### src/hdl/mcadc_pkg.sv
// Shared constants, codes and controller/datapath interface types for the ADC median filter.
package mcadc_pkg;

  localparam int CHANNEL_COUNT_DEF    = 8;
  localparam int RING_DEPTH_DEF       = 5;
  localparam int OVERSAMPLE_SHIFT_DEF = 2;

  localparam int FUNC_W     = 2;
  localparam int CH_FIELD_W = 4;
  localparam int RAW_W      = 16;
  localparam int ADC_LSB    = 4;
  localparam int ADC_W      = 12;
  localparam int MEDIAN_W   = 16;

  localparam int CH_LSB  = 0;
  localparam int RAW_LSB = CH_LSB + CH_FIELD_W;

  localparam int S_TDATA_W = 24;
  localparam int S_TUSER_W = FUNC_W;
  localparam int M_TDATA_W = MEDIAN_W;
  localparam int M_TUSER_W = 1;

  typedef enum logic [FUNC_W-1:0] {
    FUNC_STORE = 2'd0,
    FUNC_READ  = 2'd1,
    FUNC_CLEAR = 2'd2
  } func_t;

  typedef struct packed {
    logic capture;
    logic store;
    logic clear;
    logic fetch_start;
    logic fetch;
    logic load_out;
    logic res_ok;
  } cmd_t;

  typedef struct packed {
    func_t func;
    logic  ch_valid;
    logic  full;
    logic  idx_last;
    logic  out_free;
  } sts_t;

endpackage

### src/hdl/mcadc_ctrl.sv
// Controller state machine that sequences store, clear and median read transactions.
module mcadc_ctrl (
  input  logic            clk,
  input  logic            rst,
  input  logic            s_tvalid,
  output logic            s_tready,
  input  mcadc_pkg::sts_t sts,
  output mcadc_pkg::cmd_t cmd
);
  import mcadc_pkg::*;

  typedef enum logic [2:0] {
    IDLE,
    DECIDE,
    FETCH,
    LAST,
    RESULT
  } state_t;

  state_t state;
  logic   res_ok;
  logic   go;
  logic   is_read;

  assign is_read = (sts.func == FUNC_READ);
  assign go      = is_read && sts.ch_valid && sts.full;

  always_ff @(posedge clk) begin
    if (rst) begin
      state  <= IDLE;
      res_ok <= 1'b0;
    end else begin
      case (state)
        IDLE: begin
          if (s_tvalid) begin
            state <= DECIDE;
          end
        end
        DECIDE: begin
          res_ok <= go;
          if (go) begin
            state <= FETCH;
          end else if (is_read) begin
            state <= RESULT;
          end else begin
            state <= IDLE;
          end
        end
        FETCH: begin
          if (sts.idx_last) begin
            state <= LAST;
          end
        end
        LAST: begin
          state <= RESULT;
        end
        RESULT: begin
          if (sts.out_free) begin
            state <= IDLE;
          end
        end
        default: begin
          state <= IDLE;
        end
      endcase
    end
  end

  always_comb begin
    cmd      = '0;
    s_tready = (state == IDLE);
    case (state)
      IDLE: begin
        cmd.capture = s_tvalid;
      end
      DECIDE: begin
        cmd.store       = (sts.func == FUNC_STORE) && sts.ch_valid;
        cmd.clear       = (sts.func == FUNC_CLEAR) && sts.ch_valid;
        cmd.fetch_start = go;
      end
      FETCH: begin
        cmd.fetch = 1'b1;
      end
      RESULT: begin
        cmd.load_out = sts.out_free;
        cmd.res_ok   = res_ok;
      end
      default: begin
        cmd = '0;
      end
    endcase
  end

endmodule

### src/hdl/mcadc_dp.sv
// Datapath with the sample ring memory, per-channel pointers, insertion sorter and output register.
module mcadc_dp #(
  parameter int CHANNEL_COUNT    = mcadc_pkg::CHANNEL_COUNT_DEF,
  parameter int RING_DEPTH       = mcadc_pkg::RING_DEPTH_DEF,
  parameter int OVERSAMPLE_SHIFT = mcadc_pkg::OVERSAMPLE_SHIFT_DEF
) (
  input  logic                             clk,
  input  logic                             rst,
  input  logic [mcadc_pkg::S_TDATA_W-1:0]  s_tdata,
  input  logic [mcadc_pkg::S_TUSER_W-1:0]  s_tuser,
  output logic                             m_tvalid,
  input  logic                             m_tready,
  output logic [mcadc_pkg::M_TDATA_W-1:0]  m_tdata,
  output logic [mcadc_pkg::M_TUSER_W-1:0]  m_tuser,
  input  mcadc_pkg::cmd_t                  cmd,
  output mcadc_pkg::sts_t                  sts
);
  import mcadc_pkg::*;

  localparam int SMP_W   = ADC_W + OVERSAMPLE_SHIFT;
  localparam int ENTRIES = CHANNEL_COUNT * RING_DEPTH;
  localparam int ADDR_W  = (ENTRIES > 1) ? $clog2(ENTRIES) : 1;
  localparam int POS_W   = (RING_DEPTH > 1) ? $clog2(RING_DEPTH) : 1;
  localparam int CNT_W   = $clog2(RING_DEPTH + 1);
  localparam int CH_W    = (CHANNEL_COUNT > 1) ? $clog2(CHANNEL_COUNT) : 1;
  localparam int MID     = RING_DEPTH / 2;

  func_t                 item_func;
  logic [CH_FIELD_W-1:0] item_ch;
  logic [RAW_W-1:0]      item_raw;

  logic [POS_W-1:0] pos  [CHANNEL_COUNT];
  logic [CNT_W-1:0] fill [CHANNEL_COUNT];

  logic [SMP_W-1:0] ring [ENTRIES];
  logic [SMP_W-1:0] rd_data;
  logic [POS_W-1:0] idx;
  logic             ins_en;
  logic [CNT_W-1:0] n;
  logic [SMP_W-1:0] sorted     [RING_DEPTH];
  logic [SMP_W-1:0] sorted_ins [RING_DEPTH];
  logic [RING_DEPTH-1:0] gt;

  logic             out_valid;
  logic             out_ok;
  logic [SMP_W-1:0] out_med;

  logic             ch_ok;
  logic [CH_W-1:0]  ch_sel;
  logic [POS_W-1:0] cur_pos;
  logic [CNT_W-1:0] cur_fill;
  logic [ADDR_W-1:0] base;
  logic [ADDR_W-1:0] wr_addr;
  logic [ADDR_W-1:0] rd_addr;
  logic [SMP_W-1:0] smp;

  assign ch_ok    = {1'b0, item_ch} < (CH_FIELD_W + 1)'(CHANNEL_COUNT);
  assign ch_sel   = item_ch[CH_W-1:0];
  assign cur_pos  = pos[ch_sel];
  assign cur_fill = fill[ch_sel];
  assign base     = ADDR_W'(ch_sel * RING_DEPTH);
  assign wr_addr  = base + ADDR_W'(cur_pos);
  assign rd_addr  = base + ADDR_W'(idx);
  assign smp      = SMP_W'(item_raw[ADC_LSB +: ADC_W]) << OVERSAMPLE_SHIFT;

  assign sts.func     = item_func;
  assign sts.ch_valid = ch_ok;
  assign sts.full     = (cur_fill == CNT_W'(RING_DEPTH));
  assign sts.idx_last = (idx == POS_W'(RING_DEPTH - 1));
  assign sts.out_free = !out_valid || m_tready;

  // Slots at or beyond the fill level act as larger than any sample.
  always_comb begin
    for (int p = 0; p < RING_DEPTH; p++) begin
      gt[p] = (CNT_W'(p) >= n) || (sorted[p] > rd_data);
    end
    sorted_ins[0] = gt[0] ? rd_data : sorted[0];
    for (int p = 1; p < RING_DEPTH; p++) begin
      if (!gt[p]) begin
        sorted_ins[p] = sorted[p];
      end else if (gt[p-1]) begin
        sorted_ins[p] = sorted[p-1];
      end else begin
        sorted_ins[p] = rd_data;
      end
    end
  end

  always_ff @(posedge clk) begin
    if (cmd.capture) begin
      item_func <= func_t'(s_tuser);
      item_ch   <= s_tdata[CH_LSB +: CH_FIELD_W];
      item_raw  <= s_tdata[RAW_LSB +: RAW_W];
    end
    if (ins_en) begin
      sorted <= sorted_ins;
    end
    if (cmd.fetch_start) begin
      idx <= '0;
    end else if (cmd.fetch) begin
      idx <= idx + 1'b1;
    end
    if (cmd.load_out) begin
      out_ok  <= cmd.res_ok;
      out_med <= cmd.res_ok ? sorted[MID] : '0;
    end
  end

  always_ff @(posedge clk) begin
    if (cmd.store) begin
      ring[wr_addr] <= smp;
    end
    if (cmd.fetch) begin
      rd_data <= ring[rd_addr];
    end
  end

  always_ff @(posedge clk) begin
    if (rst) begin
      for (int c = 0; c < CHANNEL_COUNT; c++) begin
        pos[c]  <= '0;
        fill[c] <= '0;
      end
      ins_en    <= 1'b0;
      n         <= '0;
      out_valid <= 1'b0;
    end else begin
      if (cmd.store) begin
        pos[ch_sel] <= (cur_pos == POS_W'(RING_DEPTH - 1)) ? '0 : cur_pos + 1'b1;
        if (cur_fill != CNT_W'(RING_DEPTH)) begin
          fill[ch_sel] <= cur_fill + 1'b1;
        end
      end else if (cmd.clear) begin
        pos[ch_sel]  <= '0;
        fill[ch_sel] <= '0;
      end
      ins_en <= cmd.fetch;
      if (cmd.fetch_start) begin
        n <= '0;
      end else if (ins_en) begin
        n <= n + 1'b1;
      end
      if (cmd.load_out) begin
        out_valid <= 1'b1;
      end else if (m_tready) begin
        out_valid <= 1'b0;
      end
    end
  end

  assign m_tvalid = out_valid;
  assign m_tdata  = M_TDATA_W'(out_med);
  assign m_tuser  = out_ok;

endmodule

### src/hdl/multichannel_adc_median_filter_core.sv
// Top level of the per-channel ADC median filter.
//
//   Group   Dir   tdata (lowest bit up)              tuser
//   s_*     in    channel[3:0], raw_value[19:4]      func[1:0]
//   m_*     out   median[15:0]                       ready_res[0]
//
// A store or clear transaction passes through IDLE and DECIDE; a read that answers not-ready also passes RESULT.
// A read on a full ring also steps through FETCH and LAST, paced by the single ring read port
// that delivers one sample per cycle into the insertion sorter.
// Reset clears every write position and fill count; ring contents stay undefined.
// The result sits in an output register, so the next transaction is taken while it waits;
// only a read that finishes while the previous result is still held waits for m_tready.
module multichannel_adc_median_filter_core #(
  parameter int CHANNEL_COUNT    = mcadc_pkg::CHANNEL_COUNT_DEF,
  parameter int RING_DEPTH       = mcadc_pkg::RING_DEPTH_DEF,
  parameter int OVERSAMPLE_SHIFT = mcadc_pkg::OVERSAMPLE_SHIFT_DEF
) (
  input  logic                            clk,
  input  logic                            rst,
  input  logic                            s_tvalid,
  output logic                            s_tready,
  input  logic [mcadc_pkg::S_TDATA_W-1:0] s_tdata,  // channel, raw_value, zero pad
  input  logic [mcadc_pkg::S_TUSER_W-1:0] s_tuser,  // func
  output logic                            m_tvalid,
  input  logic                            m_tready,
  output logic [mcadc_pkg::M_TDATA_W-1:0] m_tdata,  // median
  output logic [mcadc_pkg::M_TUSER_W-1:0] m_tuser   // ready_res
);
  import mcadc_pkg::*;

  cmd_t cmd;
  sts_t sts;

  mcadc_ctrl u_ctrl (
    .clk      (clk),
    .rst      (rst),
    .s_tvalid (s_tvalid),
    .s_tready (s_tready),
    .sts      (sts),
    .cmd      (cmd)
  );

  mcadc_dp #(
    .CHANNEL_COUNT    (CHANNEL_COUNT),
    .RING_DEPTH       (RING_DEPTH),
    .OVERSAMPLE_SHIFT (OVERSAMPLE_SHIFT)
  ) u_dp (
    .clk      (clk),
    .rst      (rst),
    .s_tdata  (s_tdata),
    .s_tuser  (s_tuser),
    .m_tvalid (m_tvalid),
    .m_tready (m_tready),
    .m_tdata  (m_tdata),
    .m_tuser  (m_tuser),
    .cmd      (cmd),
    .sts      (sts)
  );

endmodule

### config.mk
export PLATFORM = sky130hd
export DESIGN_NAME = multichannel_adc_median_filter_core
export DESIGN_NICKNAME = d
export VERILOG_FILES = /design/src/hdl/mcadc_pkg.sv /design/src/hdl/mcadc_ctrl.sv /design/src/hdl/mcadc_dp.sv /design/src/hdl/multichannel_adc_median_filter_core.sv
export SDC_FILE = /design/constraint.sdc
export NUM_CORES = 1
export LEC_CHECK = 0
export CAP_MARGIN = 25
export CELL_PAD_IN_SITES_DETAIL_PLACEMENT = 1
export CELL_PAD_IN_SITES_GLOBAL_PLACEMENT = 1
export CORE_MARGIN = 1.5
export CORE_UTILIZATION = 35
export DETAILED_ROUTE_END_ITERATION = 10
export DONT_BUFFER_PORTS = 1
export PLACE_DENSITY_LB_ADDON = 0.1
export SETUP_SLACK_MARGIN = 0.05
export SYNTH_ARGS = -nofsm -noshare
export SYNTH_HDL_FRONTEND = slang
export SYNTH_SLANG_ARGS = --single-unit
export TNS_END_PERCENT = 20
### constraint.sdc
create_clock -name clk -period 10.33 [get_ports clk]
set_input_delay 0.5165 -clock clk [delete_from_list [all_inputs] [get_ports clk]]
set_output_delay 0.5165 -clock clk [all_outputs]
set_load 0.01 [all_outputs]
# ---- After elaboration in Yosys (flattened, before gate mapping)
# Memories as Yosys holds them, arrays and structs flattened. A register that Yosys moved wholly into a read port is not among the register bits.
# Index checks and enable logic that the tools add are counted.
dict set report totals {
  ff_bits 105
  input_bits 30
  mem_bits_rw 528
  output_inout_bits 19
  n_memories 3
}
dict set report classes {
  muxes 39
  addsub 6
  order_cmp 7
  eq_ne 13
  reduce_logical 19
  n_mul 1
  bitwise_logic 2
}
# memory depth width rd rd_clocked_by_memory_dff write_ports line_no
set memory_table {}
lappend memory_table {u_dp.ring 40 12 1 1 1 mcadc_dp.sv:35} ;# logic [SMP_W-1:0] ring [ENTRIES];
lappend memory_table {u_dp.fill 8 3 1 1 8 mcadc_dp.sv:33} ;# logic [CNT_W-1:0] fill [CHANNEL_COUNT];
lappend memory_table {u_dp.pos 8 3 1 1 8 mcadc_dp.sv:32} ;# logic [POS_W-1:0] pos [CHANNEL_COUNT];
# operator n
set op_table {}
lappend op_table {{2-to-1 mux 3 bit} 15}
lappend op_table {{> comparator 14 bit} 3}
lappend op_table {{2-to-1 mux 14 bit} 2}
lappend op_table {{2-to-1 mux 1 bit} 20}
lappend op_table {{one-hot mux 3 bit (5 select lines)} 1}
lappend op_table {{adder 3 x 1 -> 3 bit (second input constant)} 4}
lappend op_table {{adder 6 x 3 -> 6 bit} 2}
lappend op_table {{== test 3 bit (second input constant)} 4}
lappend op_table {{== test 3 x 2 -> 1 bit (second input constant)} 2}
lappend op_table {{greater-or-equal comparator 1 x 3 -> 1 bit (first input constant)} 2}
lappend op_table {{multiplier 3 x 3 -> 6 bit (second input constant)} 1}
lappend op_table {{AND reduction 2 bit} 3}
lappend op_table {{OR reduction 3 bit} 2}
lappend op_table {{logical AND 1 bit} 4}
lappend op_table {{logical OR 1 bit} 4}
lappend op_table {{< comparator 4 bit (second input constant)} 1}
lappend op_table {{!= test 2 bit (second input constant)} 2}
lappend op_table {{== test 3 x 1 -> 1 bit (second input constant)} 1}
lappend op_table {{greater-or-equal comparator 2 x 3 -> 1 bit (first input constant)} 1}
lappend op_table {{logical NOT 3 bit} 1}
lappend op_table {{!= test 3 bit (second input constant)} 1}
lappend op_table {{AND reduction 3 bit} 1}
lappend op_table {{== test 2 x 1 -> 1 bit (second input constant)} 1}
lappend op_table {{== test 2 bit (second input constant)} 1}
lappend op_table {{7 further kinds} 8}

# ---- Depth between registers and ports, before layout
dict set report logic_depth {
  depth_word 11
  ltp_mapped 11
  ltp_nobuf 10
}

# ---- By module
# A second synthesis with hierarchy kept.
dict set report hier_totals {
  cells_unflattened 1322
  area_unflattened_um2 25514.5
}
# mod area_each_um2 cells_per_inst n_inst
set modules_own_cells {}
lappend modules_own_cells {mcadc_dp 25245.5 1291 1}
lappend modules_own_cells {mcadc_ctrl 269.0 31 1}

# ---- Least setup slack after synthesis
# No wires, ideal clock.
dict set report synth_path {
  path_kind {flip-flop to flip-flop}
  start {register with a tool-made name}
  end {memory u_dp.ring[32][0] in the netlist's numbering (enable)}
  slack_ps 6602
  t_arrival_ps 3348
  path_buffers 1
  synth_period_minus_slack_ps 3728
  stages_incl_launch_ff 12
  cell_sequence {dfxtp_1 -> buf_2 -> mux4_2 -> mux2i_1 -> inv_1 -> ha_1 -> fa_1 -> a21o_1 -> nand2_1 -> xor2_1 -> o21ai_1 -> nor2_1}
}
# element line_no
set synth_lines {}
lappend synth_lines {{to (decl)} mcadc_dp.sv:35}

==> metrics.md <==
| Metric | Value |
|---|---|
| Flop pwr share | `42.2%` |
| Period utilization | `46.5%` |
| Slew headroom | `33.1%` |
| Main synth FF type | `edfxtp_1` |
| Final min period | `4.80 ns` |
| DP HPWL | `40800 um` |
| WP buf/inv | `1` |
| Reg2reg end | `u_dp.ring[0][9]$_DFFE_PP_` |
| Vias | `13900` |
| Outcome | `complete, no violations` |
| Worst endpoint data arrival time | `5.04 ns` |
| Chip height | `277 um` |
| Core area | `0.0744 mm2` |
| Detail Route Antenna Nets | `0` |
| Largest fanout on the critical path | `12` |
| Final Hold Slack | `0.0369 ns` |
| CTS root buf | `clkbuf_16` |
| Port Buffers | `0` |
| Data required time at the worst endpoint | `10.57 ns` |
| Post-Synthesis Cell Area | `0.0263 mm2` |
| Placer Congestion | `0.763` |
| Total iterations of the first detailed-routing run | `5` |
| Initial core utilization | `35.3%` |
| Post-layout nets | `1675` |
| Die Area | `0.0768 mm2` |
| Site row count | `100` |
| Area leader, netlist | `edfxtp_1` |
| Finished Core Util | `40.7%` |
| Synth cell types | `61` |
| WL met2 | `33700 um` |
| GR Overflow Total | `0` |
| CP Capture Type | `flop` |
| Crit path kind | `flop to flop` |
| # fillers | `7203` |
| Drt initial violations | `849` |
| CTS tree | `built` |
| Pin count of the biggest net entering global routing | `56` |
| Setup_tns | `0 ns` |
| Clock power frac | `36.7%` |
| Post-synthesis register bit count | `622` |
| N_diodes | `0` |
| Hold Path Class | `primary input to flop` |
| Max-cap violation count | `0` |
| Worst-path clk slew | `0.06 ns` |
| Number of global-route vias before repair | `15100` |
| All-layer global routing usage | `17.5%` |
| Top post-synthesis cells by area | `edfxtp_1, mux4_2, ha_1` |
| Syn_area_per_cell | `17.5 um2` |
| Skew final | `0.0284 ns` |
| Reg2Reg Setup Slack | `5.53 ns` |
| H-tree levels | `3` |
| # IOs | `49` |
| Residual DRC | `0` |
| Share of layout cells above drive strength 1 | `21.1%` |
| Via density | `5.33` |
| CTS Sinks | `622` |
| Gate Count Post-Synth | `1503` |
| Global-route wire length before repair | `99100 um` |
| RSZ-0062 raised after global routing | `false` |
| Pwr per Cell Area | `223 mW/mm2` |
| Initial antenna violation count | `0` |
| Total design power | `6.74 mW` |
| Pint | `4.88 mW` |
| DR WL/cell | `25.3 um` |
| Die X | `277 um` |
| Count leader, synth | `edfxtp_1` |
| Cts bufs inserted | `72` |
| Clock Path Buffers | `3` |
| Startpoint Class | `flop` |
| Slew Viols, Final | `0` |
| Met3 Routed Length | `1720 um` |
| Reg2Reg Depth | `10` |
| Worst-margin pin slew | `1.00 ns` |
| HP Start | `s_tdata[2]` |
| Crit path max-delay family | `simple AND/OR/NAND/NOR gates` |
| FFs w/ async S/R, synth | `0%` |
| Commonest cells post-synth | `edfxtp_1, mux4_2, nor2_1` |
| LEAKAGE | `9.87 nW` |
| Net Switching | `1.87 mW` |
| Post-synth top area share | `69.3%` |
| Setup violations, final | `0` |
| Post-synth EDFFs | `607` |
| Post-Route WL | `65900 um` |
| Fmax | `0.208 GHz` |
| Met1 wire length | `28900 um` |
| Critical path's largest stage delay | `0.89 ns` |
| Hold depth | `1` |
| Uppermost routed layer | `met4` |
| Worst path slowest cell | `dfxtp_1` |
| Peak supply drop | `122 uV` |
| Seq/Total Area, Yosys | `70.4%` |
| Critical Path, Cell by Cell | `mux4_2 > mux2i_1 > inv_1 > ha_1 > fa_1 > a21o_1 > nand2_1 > xor2_1 > nand2_1 > nor2_2` |
| Final hold viol count | `0` |
| CP dominant cell by count | `nand2_1` |
| Worst-skew pair later-pin latency | `0.62 ns` |
| Area Overhead vs Synth | `15.1%` |
| Ys Warns | `0` |
| Comb pwr share | `21.1%` |
| Postcts setup bufs | `0` |
| Net Sw Frac | `27.7%` |
## sequential cells by signal (all words and copies together) (netlist names), 2 cells and up, named ones only
signal / flops
u_dp.rd_data: 12
u_dp.pos: 24
u_dp.ring: 480
u_dp.item_raw: 12
u_dp.n: 3
u_dp.out_med: 12
u_dp.idx: 3
u_dp.item_func: 2
u_dp.sorted: 36
u_ctrl.state: 3
u_dp.fill: 24
u_dp.item_ch: 4
## worst max-delay path by stage
stage	from	end	cells past startpoint
after global routing	flop	u_dp.ring[0][9]$_DFFE_PP_	10
after global placement	flop	u_dp.ring[5][10]$_DFFE_PP_	10
after CTS	flop	u_dp.ring[2][9]$_DFFE_PP_	10
final	flop	u_dp.ring[0][9]$_DFFE_PP_	10
after detailed placement	flop	u_dp.ring[2][10]$_DFFE_PP_	10
after floorplan	flop	u_dp.ring[32][0]$_DFFE_PP_	11
## placed cells by master, fill, tap and decap left out, types with 24 or more instances in the layout
cell type | synthesis | layout
nand2_1 | 104 | 104
buf_4 | 15 | 59
nor2_1 | 125 | 112
a31oi_1 | 24 | 24
or4_1 | 24 | 24
o21ai_0 | 28 | 28
edfxtp_1 | 607 | 607
clkbuf_16 | 0 | 72
nand3_1 | 49 | 49
and2_1 | 25 | 25
ha_1 | 55 | 54
inv_1 | 26 | 26
mux4_2 | 141 | 141
## cell type report
cell class                 instances  area [um2]  area share [%]
clock buffer                      93        1900            6.28
clock inverter                    35         378            1.25
inverter                          26        97.6           0.322
multi-input combinational        781        7370            24.4
sequential                       622       18500            61.2
tap                              969        1210            4.00
timing repair buffer              85         785            2.59
## metal layers
metal	up-vias	track usage, %
met5	-	0
met2	185	30.6
met4	0	5.10
met3	106	2.35
met1	7441	22.6
li1	6189	-
## worst register-to-register path, stage by stage, from the launching register on
cell and delay, ns:
dfxtp_1 0.89, mux4_2 0.63, mux2i_1 0.26, inv_1 0.11, ha_1 0.24, fa_1 0.45, a21o_1 0.19, nand2_1 0.11
xor2_1 0.26, nand2_1 0.37, nor2_2 0.90
## cells by family after synthesis
group	Yosys count	synth area share [%]
fa+ha+maj	57	2.77
simple gates	392	7.26
mux	167	13.3
other cells	1	0.0143
buf+inv	103	1.88
xor+xnor	16	0.604
flops	622	70.4
compound gates	145	3.73
## stage by stage
stage	instance area [um2]	worst slack, ns	std cells
final	30300	5.53	2611
after global routing	30300	5.17	2611
after CTS	30200	5.38	2608
after detailed placement	27800	5.41	2461
after global placement	27600	5.36	2452
after floorplan	26300	6.60	1506
## power by group through the flow
stage	Sequential [mW]	Combinational, mW	Clock [mW]
floorplan	2.90	0.996	0
global placement	2.90	1.45	0
detailed placement	2.90	1.46	0
CTS	2.85	1.47	2.56
global route	2.85	1.53	2.64
finish	2.84	1.42	2.48
## timing repair
action | 4_1_cts | 5_1_grt
setup endpoints to repair | 0 | 0
gates resized for setup | 0 | 0
hold buffers | 19 | 0
endpoints found under the hold margin | 26 | 0
(Power assumes the default switching activity.)
